<file path="src/hw/rtl/bpmd_pkg.sv">
package bpmd_pkg;

    localparam int SUM_BITS      = 24;
    localparam int DRV_BITS      = ((SUM_BITS + 16) > 26 ? (SUM_BITS + 16) : 26) + 2;
    localparam int CFG_IDX_BITS  = 3;
    localparam int CFG_DATA_BITS = 16;

    localparam logic [CFG_IDX_BITS-1:0] REG_KP       = 3'd0;
    localparam logic [CFG_IDX_BITS-1:0] REG_KI_DT    = 3'd1;
    localparam logic [CFG_IDX_BITS-1:0] REG_KD_DT    = 3'd2;
    localparam logic [CFG_IDX_BITS-1:0] REG_TARGET   = 3'd3;
    localparam logic [CFG_IDX_BITS-1:0] REG_LIMIT    = 3'd4;
    localparam logic [CFG_IDX_BITS-1:0] REG_MIN_RATE = 3'd5;

    localparam logic [2:0] GEAR_DIV1  = 3'd0;
    localparam logic [2:0] GEAR_DIV2  = 3'd1;
    localparam logic [2:0] GEAR_DIV4  = 3'd2;
    localparam logic [2:0] GEAR_DIV8  = 3'd3;
    localparam logic [2:0] GEAR_DIV16 = 3'd4;

    localparam logic [2:0] SEL_DIV1  = 3'd0;
    localparam logic [2:0] SEL_DIV2  = 3'd4;
    localparam logic [2:0] SEL_DIV4  = 3'd2;
    localparam logic [2:0] SEL_DIV8  = 3'd6;
    localparam logic [2:0] SEL_DIV16 = 3'd7;

    localparam logic [DRV_BITS-1:0] THR_1500 = DRV_BITS'(1500 * 256);
    localparam logic [DRV_BITS-1:0] THR_1200 = DRV_BITS'(1200 * 256);
    localparam logic [DRV_BITS-1:0] THR_600  = DRV_BITS'(600 * 256);
    localparam logic [DRV_BITS-1:0] THR_500  = DRV_BITS'(500 * 256);
    localparam logic [DRV_BITS-1:0] THR_350  = DRV_BITS'(350 * 256);
    localparam logic [DRV_BITS-1:0] THR_250  = DRV_BITS'(250 * 256);
    localparam logic [DRV_BITS-1:0] THR_150  = DRV_BITS'(150 * 256);
    localparam logic [DRV_BITS-1:0] THR_50   = DRV_BITS'(50 * 256);

    localparam logic [30:0] FREQ_SAT_LIMIT = 31'd589824;
    localparam logic [40:0] RECIP_NINE     = 41'd1864136;
    localparam int          RECIP_SHIFT    = 24;

    typedef struct packed {
        logic signed [15:0] kp;
        logic signed [15:0] ki_dt;
        logic signed [15:0] kd_dt;
        logic signed [7:0]  target;
        logic [6:0]         limit;
        logic [9:0]         min_rate;
    } cfg_t;

    typedef struct packed {
        logic signed [8:0] angle_error;
        logic [15:0]       speed;
        logic              reverse;
        logic [2:0]        ms_sel;
        logic [2:0]        ms_log2;
        logic [31:0]       mag32;
        logic              enable;
        logic              fallen;
    } mid_t;

    typedef struct packed {
        logic signed [8:0] angle_error;
        logic [15:0]       speed;
        logic              reverse;
        logic [2:0]        ms_sel;
        logic [2:0]        ms_log2;
        logic [15:0]       freq;
        logic              stepping;
        logic              enable;
        logic              fallen;
    } res_t;

    function automatic logic [2:0] gear_update(input logic [DRV_BITS-1:0] mag,
                                               input logic [2:0] gear);
        logic [2:0] g;
        g = gear;
        if (mag > THR_1500 && g == GEAR_DIV2)  g = GEAR_DIV1;
        if (mag < THR_1200 && g == GEAR_DIV1)  g = GEAR_DIV2;
        if (mag > THR_600  && g == GEAR_DIV4)  g = GEAR_DIV2;
        if (mag < THR_500  && g == GEAR_DIV2)  g = GEAR_DIV4;
        if (mag > THR_350  && g == GEAR_DIV8)  g = GEAR_DIV4;
        if (mag < THR_250  && g == GEAR_DIV4)  g = GEAR_DIV8;
        if (mag > THR_150  && g == GEAR_DIV16) g = GEAR_DIV8;
        if (mag < THR_50   && g == GEAR_DIV8)  g = GEAR_DIV16;
        return g;
    endfunction

    function automatic logic [2:0] select_bits(input logic [2:0] gear);
        logic [2:0] s;
        case (gear)
            GEAR_DIV1: s = SEL_DIV1;
            GEAR_DIV2: s = SEL_DIV2;
            GEAR_DIV4: s = SEL_DIV4;
            GEAR_DIV8: s = SEL_DIV8;
            default:   s = SEL_DIV16;
        endcase
        return s;
    endfunction

endpackage

</file>
<file path="src/hw/rtl/bpmd_config.sv">
module bpmd_config (
    input  logic                                clk,
    input  logic                                rst_n,
    input  logic                                cfg_valid,
    input  logic [bpmd_pkg::CFG_IDX_BITS-1:0]   cfg_index,
    input  logic [bpmd_pkg::CFG_DATA_BITS-1:0]  cfg_data,
    output bpmd_pkg::cfg_t                      cfg
);

    bpmd_pkg::cfg_t cfg_reg;

    always_ff @(posedge clk or negedge rst_n)
    begin
        if (!rst_n)
        begin
            cfg_reg.kp       <= 16'shE700;
            cfg_reg.ki_dt    <= 16'shFD80;
            cfg_reg.kd_dt    <= 16'shFFCD;
            cfg_reg.target   <= 8'sd0;
            cfg_reg.limit    <= 7'd40;
            cfg_reg.min_rate <= 10'd50;
        end
        else if (cfg_valid)
        begin
            case (cfg_index)
                bpmd_pkg::REG_KP:       cfg_reg.kp       <= cfg_data;
                bpmd_pkg::REG_KI_DT:    cfg_reg.ki_dt    <= cfg_data;
                bpmd_pkg::REG_KD_DT:    cfg_reg.kd_dt    <= cfg_data;
                bpmd_pkg::REG_TARGET:   cfg_reg.target   <= cfg_data[7:0];
                bpmd_pkg::REG_LIMIT:    cfg_reg.limit    <= cfg_data[6:0];
                bpmd_pkg::REG_MIN_RATE: cfg_reg.min_rate <= cfg_data[9:0];
                default:                cfg_reg          <= cfg_reg;
            endcase
        end
    end

    assign cfg = cfg_reg;

endmodule

</file>
<file path="src/hw/rtl/bpmd_control.sv">
module bpmd_control (
    input  logic                clk,
    input  logic                rst_n,
    input  logic                advance,
    input  logic signed [7:0]   roll,
    input  bpmd_pkg::cfg_t      cfg,
    output bpmd_pkg::mid_t      mid
);

    localparam int SB = bpmd_pkg::SUM_BITS;
    localparam int DB = bpmd_pkg::DRV_BITS;

    logic signed [SB-1:0] sum_reg;
    logic signed [9:0]    last_error_reg;
    logic [2:0]           gear_reg;
    logic                 fallen_reg;
    logic                 enable_reg;
    bpmd_pkg::mid_t       mid_reg;

    logic signed [8:0]    err;
    logic signed [SB:0]   sum_wide;
    logic signed [SB-1:0] sum_sat;
    logic signed [9:0]    diff;
    logic signed [24:0]   p_kp;
    logic signed [SB+15:0] p_ki;
    logic signed [25:0]   p_kd;
    logic signed [DB-1:0] drive;
    logic [DB-1:0]        mag;
    logic signed [8:0]    roll_ext;
    logic signed [8:0]    lim_ext;
    logic                 fall;
    logic                 fallen_any;
    logic                 recover;
    logic                 fallen_next;
    logic                 enable_next;
    logic [2:0]           gear_next;
    logic [15:0]          speed;
    logic [31:0]          mag32;

    always_comb
    begin
        err      = 9'(cfg.target) - 9'(roll);
        sum_wide = (SB+1)'(sum_reg) + (SB+1)'(err);
        if (sum_wide[SB] != sum_wide[SB-1])
        begin
            sum_sat = sum_wide[SB] ? {1'b1, {(SB-1){1'b0}}} : {1'b0, {(SB-1){1'b1}}};
        end
        else
        begin
            sum_sat = sum_wide[SB-1:0];
        end
        diff  = 10'(err) - last_error_reg;
        p_kp  = 25'(cfg.kp) * 25'(err);
        p_ki  = (SB+16)'(cfg.ki_dt) * (SB+16)'(sum_sat);
        p_kd  = 26'(cfg.kd_dt) * 26'(diff);
        drive = DB'(p_kp) + DB'(p_ki) + DB'(p_kd);
        mag   = drive[DB-1] ? DB'(-drive) : DB'(drive);

        roll_ext    = 9'(roll);
        lim_ext     = $signed({2'b00, cfg.limit});
        fall        = (roll_ext > lim_ext) || (roll_ext < -lim_ext);
        fallen_any  = fall || fallen_reg;
        recover     = fallen_any && (roll == 8'sd0);
        fallen_next = fallen_any && !recover;
        if (fall)
        begin
            enable_next = 1'b0;
        end
        else if (recover)
        begin
            enable_next = 1'b1;
        end
        else
        begin
            enable_next = enable_reg;
        end

        gear_next = bpmd_pkg::gear_update(mag, gear_reg);
        speed     = (|mag[DB-1:24]) ? 16'hFFFF : mag[23:8];
        mag32     = (|mag[DB-1:32]) ? 32'hFFFF_FFFF : mag[31:0];
    end

    always_ff @(posedge clk or negedge rst_n)
    begin
        if (!rst_n)
        begin
            sum_reg        <= '0;
            last_error_reg <= '0;
            gear_reg       <= bpmd_pkg::GEAR_DIV16;
            fallen_reg     <= 1'b1;
            enable_reg     <= 1'b1;
        end
        else if (advance)
        begin
            sum_reg        <= fallen_any ? '0 : sum_sat;
            last_error_reg <= (fall || recover) ? 10'sd0 : 10'(err);
            gear_reg       <= gear_next;
            fallen_reg     <= fallen_next;
            enable_reg     <= enable_next;
        end
    end

    always_ff @(posedge clk)
    begin
        if (advance)
        begin
            mid_reg.angle_error <= err;
            mid_reg.speed       <= speed;
            mid_reg.reverse     <= drive[DB-1];
            mid_reg.ms_sel      <= bpmd_pkg::select_bits(gear_next);
            mid_reg.ms_log2     <= gear_next;
            mid_reg.mag32       <= mag32;
            mid_reg.enable      <= enable_next;
            mid_reg.fallen      <= fallen_next;
        end
    end

    assign mid = mid_reg;

endmodule

</file>
<file path="src/hw/rtl/bpmd_freq.sv">
module bpmd_freq (
    input  logic            clk,
    input  logic            advance,
    input  bpmd_pkg::mid_t  mid,
    input  logic [9:0]      min_rate,
    output bpmd_pkg::res_t  res
);

    bpmd_pkg::res_t res_reg;

    logic [35:0] shifted;
    logic [38:0] times5;
    logic [30:0] scaled;
    logic [40:0] prod;
    logic [15:0] freq;
    logic        stepping;

    always_comb
    begin
        shifted  = 36'(mid.mag32) << mid.ms_log2;
        times5   = 39'(shifted) + (39'(shifted) << 2);
        scaled   = times5[38:8];
        prod     = 41'(scaled[19:0]) * bpmd_pkg::RECIP_NINE;
        if (scaled >= bpmd_pkg::FREQ_SAT_LIMIT)
        begin
            freq = 16'hFFFF;
        end
        else
        begin
            freq = prod[bpmd_pkg::RECIP_SHIFT+15:bpmd_pkg::RECIP_SHIFT];
        end
        stepping = (freq != 16'd0) && (freq >= 16'(min_rate));
    end

    always_ff @(posedge clk)
    begin
        if (advance)
        begin
            res_reg.angle_error <= mid.angle_error;
            res_reg.speed       <= mid.speed;
            res_reg.reverse     <= mid.reverse;
            res_reg.ms_sel      <= mid.ms_sel;
            res_reg.ms_log2     <= mid.ms_log2;
            res_reg.freq        <= freq;
            res_reg.stepping    <= stepping;
            res_reg.enable      <= mid.enable;
            res_reg.fallen      <= mid.fallen;
        end
    end

    assign res = res_reg;

endmodule

</file>
<file path="src/hw/rtl/balance_pid_microstep_drive_top.sv">
// Balance PID drive: each input transfer is one control tick carrying a signed roll angle,
// and each tick yields one result transfer with the angle error, the saturated drive
// magnitude and direction, the microstep gear and select bits, the step frequency and the
// driver status. One tick is accepted every cycle while the output side keeps up; each tick
// passes the roll, control and result registers. The rate is set by the state loop through
// the three PID multiplies, the error sum and the gear hysteresis, which close in the control
// stage; the step frequency is formed in a second stage. Configuration writes take effect at
// once and are meant to be made while no tick is in flight.
module balance_pid_microstep_drive_top (
    input  logic                                clk,
    input  logic                                rst_n,
    input  logic                                in_valid,
    output logic                                in_ready,
    input  logic signed [7:0]                   roll_angle,
    output logic                                out_valid,
    input  logic                                out_ready,
    output logic signed [8:0]                   angle_error,
    output logic [15:0]                         speed_magnitude,
    output logic                                reverse_dir,
    output logic [2:0]                          microstep_select,
    output logic [2:0]                          microstep_log2,
    output logic [15:0]                         step_freq,
    output logic                                stepping,
    output logic                                driver_enable,
    output logic                                fallen_flag,
    input  logic                                cfg_valid,
    output logic                                cfg_ready,
    input  logic [bpmd_pkg::CFG_IDX_BITS-1:0]   cfg_index,
    input  logic [bpmd_pkg::CFG_DATA_BITS-1:0]  cfg_data
);

    logic              s0_valid_reg;
    logic signed [7:0] roll_reg;
    logic              s1_valid_reg;
    logic              out_valid_reg;
    logic              advance;

    bpmd_pkg::cfg_t    cfg;
    bpmd_pkg::mid_t    mid;
    bpmd_pkg::res_t    res;

    assign advance   = !out_valid_reg || out_ready;
    assign in_ready  = advance || !s0_valid_reg;
    assign cfg_ready = 1'b1;

    always_ff @(posedge clk or negedge rst_n)
    begin
        if (!rst_n)
        begin
            s0_valid_reg  <= 1'b0;
            s1_valid_reg  <= 1'b0;
            out_valid_reg <= 1'b0;
        end
        else
        begin
            if (in_ready)
            begin
                s0_valid_reg <= in_valid;
            end
            if (advance)
            begin
                s1_valid_reg  <= s0_valid_reg;
                out_valid_reg <= s1_valid_reg;
            end
        end
    end

    always_ff @(posedge clk)
    begin
        if (in_valid && in_ready)
        begin
            roll_reg <= roll_angle;
        end
    end

    bpmd_config u_config (
        .clk       (clk),
        .rst_n     (rst_n),
        .cfg_valid (cfg_valid),
        .cfg_index (cfg_index),
        .cfg_data  (cfg_data),
        .cfg       (cfg)
    );

    bpmd_control u_control (
        .clk     (clk),
        .rst_n   (rst_n),
        .advance (advance && s0_valid_reg),
        .roll    (roll_reg),
        .cfg     (cfg),
        .mid     (mid)
    );

    bpmd_freq u_freq (
        .clk      (clk),
        .advance  (advance && s1_valid_reg),
        .mid      (mid),
        .min_rate (cfg.min_rate),
        .res      (res)
    );

    assign out_valid        = out_valid_reg;
    assign angle_error      = res.angle_error;
    assign speed_magnitude  = res.speed;
    assign reverse_dir      = res.reverse;
    assign microstep_select = res.ms_sel;
    assign microstep_log2   = res.ms_log2;
    assign step_freq        = res.freq;
    assign stepping         = res.stepping;
    assign driver_enable    = res.enable;
    assign fallen_flag      = res.fallen;

`ifndef SYNTHESIS
    assert property (@(posedge clk) disable iff (!rst_n)
        out_valid |-> microstep_log2 <= bpmd_pkg::GEAR_DIV16)
        else $error("microstep gear out of range");

    assert property (@(posedge clk) disable iff (!rst_n)
        (out_valid && !fallen_flag) |-> driver_enable)
        else $error("driver disabled while robot upright");

    assert property (@(posedge clk) disable iff (!rst_n)
        (out_valid && stepping) |-> (step_freq != 16'd0))
        else $error("stepping at zero frequency");

    assert property (@(posedge clk) disable iff (!rst_n)
        out_valid |-> ((microstep_log2 == bpmd_pkg::GEAR_DIV16)
                       == (microstep_select == bpmd_pkg::SEL_DIV16)))
        else $error("select bits disagree with gear");
`endif

endmodule

</file>
<file path="config.mk">
export PLATFORM = sky130hd
export DESIGN_NAME = balance_pid_microstep_drive_top
export DESIGN_NICKNAME = d
export VERILOG_FILES = /design/src/hw/rtl/bpmd_pkg.sv /design/src/hw/rtl/bpmd_config.sv /design/src/hw/rtl/bpmd_control.sv /design/src/hw/rtl/bpmd_freq.sv /design/src/hw/rtl/balance_pid_microstep_drive_top.sv
export SDC_FILE = /design/constraint.sdc
export NUM_CORES = 2
export LEC_CHECK = 0
export BUFFER_PORTS_ARGS = -buffer_cell sky130_fd_sc_hd__buf_2
export CAP_MARGIN = 0
export CELL_PAD_IN_SITES_DETAIL_PLACEMENT = 0
export CELL_PAD_IN_SITES_GLOBAL_PLACEMENT = 1
export CORE_MARGIN = 8
export CORE_UTILIZATION = 40
export DETAILED_ROUTE_END_ITERATION = 6
export PLACE_DENSITY_LB_ADDON = 0.25
export SKIP_CTS_REPAIR_TIMING = 1
export SLEW_MARGIN = 20
export SYNTH_ARGS = -nofsm -noshare
export SYNTH_HDL_FRONTEND = slang
export SYNTH_SLANG_ARGS = --single-unit
</file>
<file path="constraint.sdc">
create_clock -name clk -period 16.1 [get_ports clk]
set_clock_uncertainty 0.05 [all_clocks]
set_input_delay 3.22 -clock clk [delete_from_list [all_inputs] [get_ports clk]]
set_output_delay 3.22 -clock clk [all_outputs]
set_load 0.01 [all_outputs]
</file>
==> summary.md <==
## Status
- finished clean — outcome

## Floorplan
- 363 µm — die span in x
- 40.2% — Starting Density
- 127 — number of cell rows
- 119,000 µm² — area of the core
- 131,000 µm² — area of the die
- 86 — count of pins on the block boundary
- 363 µm — vertical die dimension

## Worst setup path
- sky130_fd_sc_hd__maj3_1 — slowest stage cell, crit path
- 16 — Worst Path Max Fanout
- 15.66 ns — data arrival at the endpoint of the critical path
- 0.86 ns — setup slack on the worst flop-to-flop path
- 51 — count of cells along the worst register-to-register path
- flip-flop to flip-flop — Worst Setup Path Type
- flip-flop — nature of the critical path endpoint
- sky130_fd_sc_hd__fa_1 — cell with the most instances on the worst path
- 16.52 ns — Critical Path RT
- flip-flop — element type at the critical path start
- u_control.gear_reg[0] — worst reg2reg path endpoint
- u_config.cfg[17] — startpoint of the lowest-slack register-to-register path
- 0.75 ns — delay of the slowest critical-path stage

## STA
- 0 — Final setup viols
- 29.9% — headroom to the max-slew limit
- 0.860 ns — PnR worst setup slack
- 94.7% — final critical-path share of the clock period
- 15.24 ns — minimum clock period after layout
- 0 — number of pins exceeding their max-slew limit in the final report
- 0 — total count of hold-check failures in the final report
- 65.6 MHz — maximum achievable frequency
- 1.05 ns — worst-margin pin slew

## Logic synthesis
- 4,996 — count of mapped cells out of synthesis
- 13.7% — sequential-to-total area share from yosys stat
- 123 — Post-synth EDFFs
- 9.61 µm² — average cell area after synthesis
- sky130_fd_sc_hd__edfxtp_1 — Main synth FF type
- 6,319 — net count of the mapped netlist
- 48,000 µm² — post-synthesis instance area
- 0 — number of warnings issued by yosys
- sky130_fd_sc_hd__fa_1 38%, sky130_fd_sc_hd__ha_1 10%, sky130_fd_sc_hd__inv_1 8.1%, sky130_fd_sc_hd__edfxtp_1 7.7%, sky130_fd_sc_hd__dfrtp_1 4.1% — largest cells by area after synthesis
- 237 — FF+latch count, synth
- 115 — synth unique cells
- 37.8% — share of Yosys cell area claimed by the top area cell type
- 48.1% — share of synthesized flip-flops with an asynchronous set or reset
- sky130_fd_sc_hd__fa_1 — cell type with the highest aggregate area in the netlist

## Clock network
- yes — TritonCTS clock tree
- 28 — total CTS buffers
- 3 — maximum clock insertion buffer count
- 1 — CTS HTree Levels
- 0.62 ns — clock latency at the later pin of the worst-skew pair
- sky130_fd_sc_hd__clkbuf_16 — Root Buffer Master
- 0.07 ns — Clk pin slew, worst setup/hold paths
- 237 — CTS Sinks

## Routing
- 0 — number of DRC violations after detailed routing
- 1,990 — Iter 0 DRT Violations
- 0 — residual antenna-violating net count after detailed routing
- 130,000 µm — Total Wirelength
- 34.1k — count of vias placed by the detailed router
- 7 — Pre-Repair DR Iteration Count
- 5.15 — ratio of routed vias to standard cells
- 19.6 µm — routed wirelength normalized by instance count

## Flow run
- 0 — number of max-cap violations

## Min path
- flip-flop to flip-flop — kind of path behind the tightest hold check
- u_freq.res[43] — end of the worst hold path
- 0 — hold-critical path depth
- u_control.mid[58] — Hold Path Origin

## GRT
- 0 — total grt overflow
- 4 — number of antenna violations at the first check in global routing
- 20.2% — overall global routing resource usage
- 36.4k — number of global-route vias before repair
- 70 — maximum number of pins on one net before global-route repair
- 210,000 µm — first-pass GRT wire length

## Layout
- sky130_fd_sc_hd__inv_1 — most common cell after layout, fill and taps aside
- 11.9k — fill cell count
- 7.08% — Area Growth Syn to Fin
- 6,318 — net total in the final layout
- 73 — flip-flop count of the largest register, all copies and words added
- 1,035 x sky130_fd_sc_hd__inv_1, 905 x sky130_fd_sc_hd__fa_1, 509 x sky130_fd_sc_hd__nand2_1 — most used cells in the layout excluding fill and tap cells
- 9.77% — share of cells above drive strength 1

## Place
- 0.884 — Final GP Congestion
- 108,000 µm — DP Wirelength
- 84 — number of port buffers
- 0.237 ns — DP Worst Slack

[synthesized netlist by cell type (all sizes together) (11+ instances only)]
cell type / instances
a211oi: 27
a21o: 57
a21oi: 109
a31oi: 21
and2: 230
and3: 39
buf: 27
clkbuf: 158
dfrtp: 79
dfstp: 35
edfxtp: 123
fa: 907
ha: 384
inv: 1037
mux2: 97
mux2i: 20
mux4: 12
nand2: 512
nand2b: 68
nand3: 77
nand4: 32
nor2: 203
nor2b: 65
nor3: 54
nor3b: 11
nor4: 17
o211ai: 17
o21a: 30
o21ai: 128
o21bai: 17
o22ai: 18
o31ai: 18
or2: 45
or3: 15
xnor2: 92
xor2: 44
[worst max-delay path by stage]
stage | slack (ns) | depth (start not counted) | from | end
3_3_place_gp | 0.35 | 55 | u_config.cfg[17] | u_control.gear_reg[1]
5_1_grt | -0.03 | 55 | u_config.cfg[17] | u_control.gear_reg[0]
2_1_floorplan | 1.20 | 57 | u_config.cfg[17] | u_control.mid[35]
4_1_cts | 0.12 | 55 | u_config.cfg[17] | u_control.gear_reg[1]
3_5_place_dp | 0.24 | 54 | u_config.cfg[17] | u_control.gear_reg[0]
6_report | 0.86 | 51 | u_config.cfg[17] | u_control.gear_reg[0]
[stage by stage]
| step | setup TNS [ns] | instance area [µm²] | hold WS (ns) | cells | util (%) |
|---|---|---|---|---|---|
| floorplan | 0 | 48000 | 0.350 | 4996 | - |
| CTS | 0 | 51200 | 0.371 | 6625 | 42.9 |
| global placement | 0 | 50300 | 0.352 | 6573 | 42.1 |
| global route | -0.0299 | 51400 | 0.381 | 6629 | 43.0 |
| finish | 0 | 51400 | 0.369 | 6631 | 43.0 |
| detailed placement | 0 | 50300 | 0.356 | 6573 | 42.1 |
[cell type report]
class                      count  area [µm²]  share of cell area, %
inverter                    1037        3890                   7.57
antenna                        2        5.00                0.00973
clock inverter                19         169                  0.328
tap                         1612        2020                   3.92
clock buffer                  33         741                   1.44
multi-input combinational   3535       37000                   72.0
sequential                   237        6590                   12.8
timing repair buffer         156         988                   1.92
[worst max-delay path: cells and delay by family, from the launching register on]
family,cells,cell delay (ns)
xor+xnor,1,0.50
compound gates,18,3.89
fa+ha+maj,13,6.43
flops,1,0.38
simple gates,10,3.14
buf+inv,9,0.70
[metal layers]
metal,vias to the layer above,track usage (%),wire (µm)
li1,15800,-,-
met1,17600,27.6,57800
met2,637,35.0,63600
met3,107,1.87,5510
met4,0,4.11,2770
met5,-,0,0
[cell families after synthesis]
kind of cell,after synthesis,share of synthesized area (%)
AND/OR/NAND/NOR,1418,15.0
adder cells (fa/ha/maj),1298,48.0
buffers and inverters,1224,9.70
AO/OA/AOI/OAI,553,7.83
flip-flops,237,13.7
XOR/XNOR,136,2.51
multiplexers,129,3.25
other,1,0.00781
Power is not shown: default switching activity piles up to over one toggle a cycle in this logic, so the estimate is an artifact.
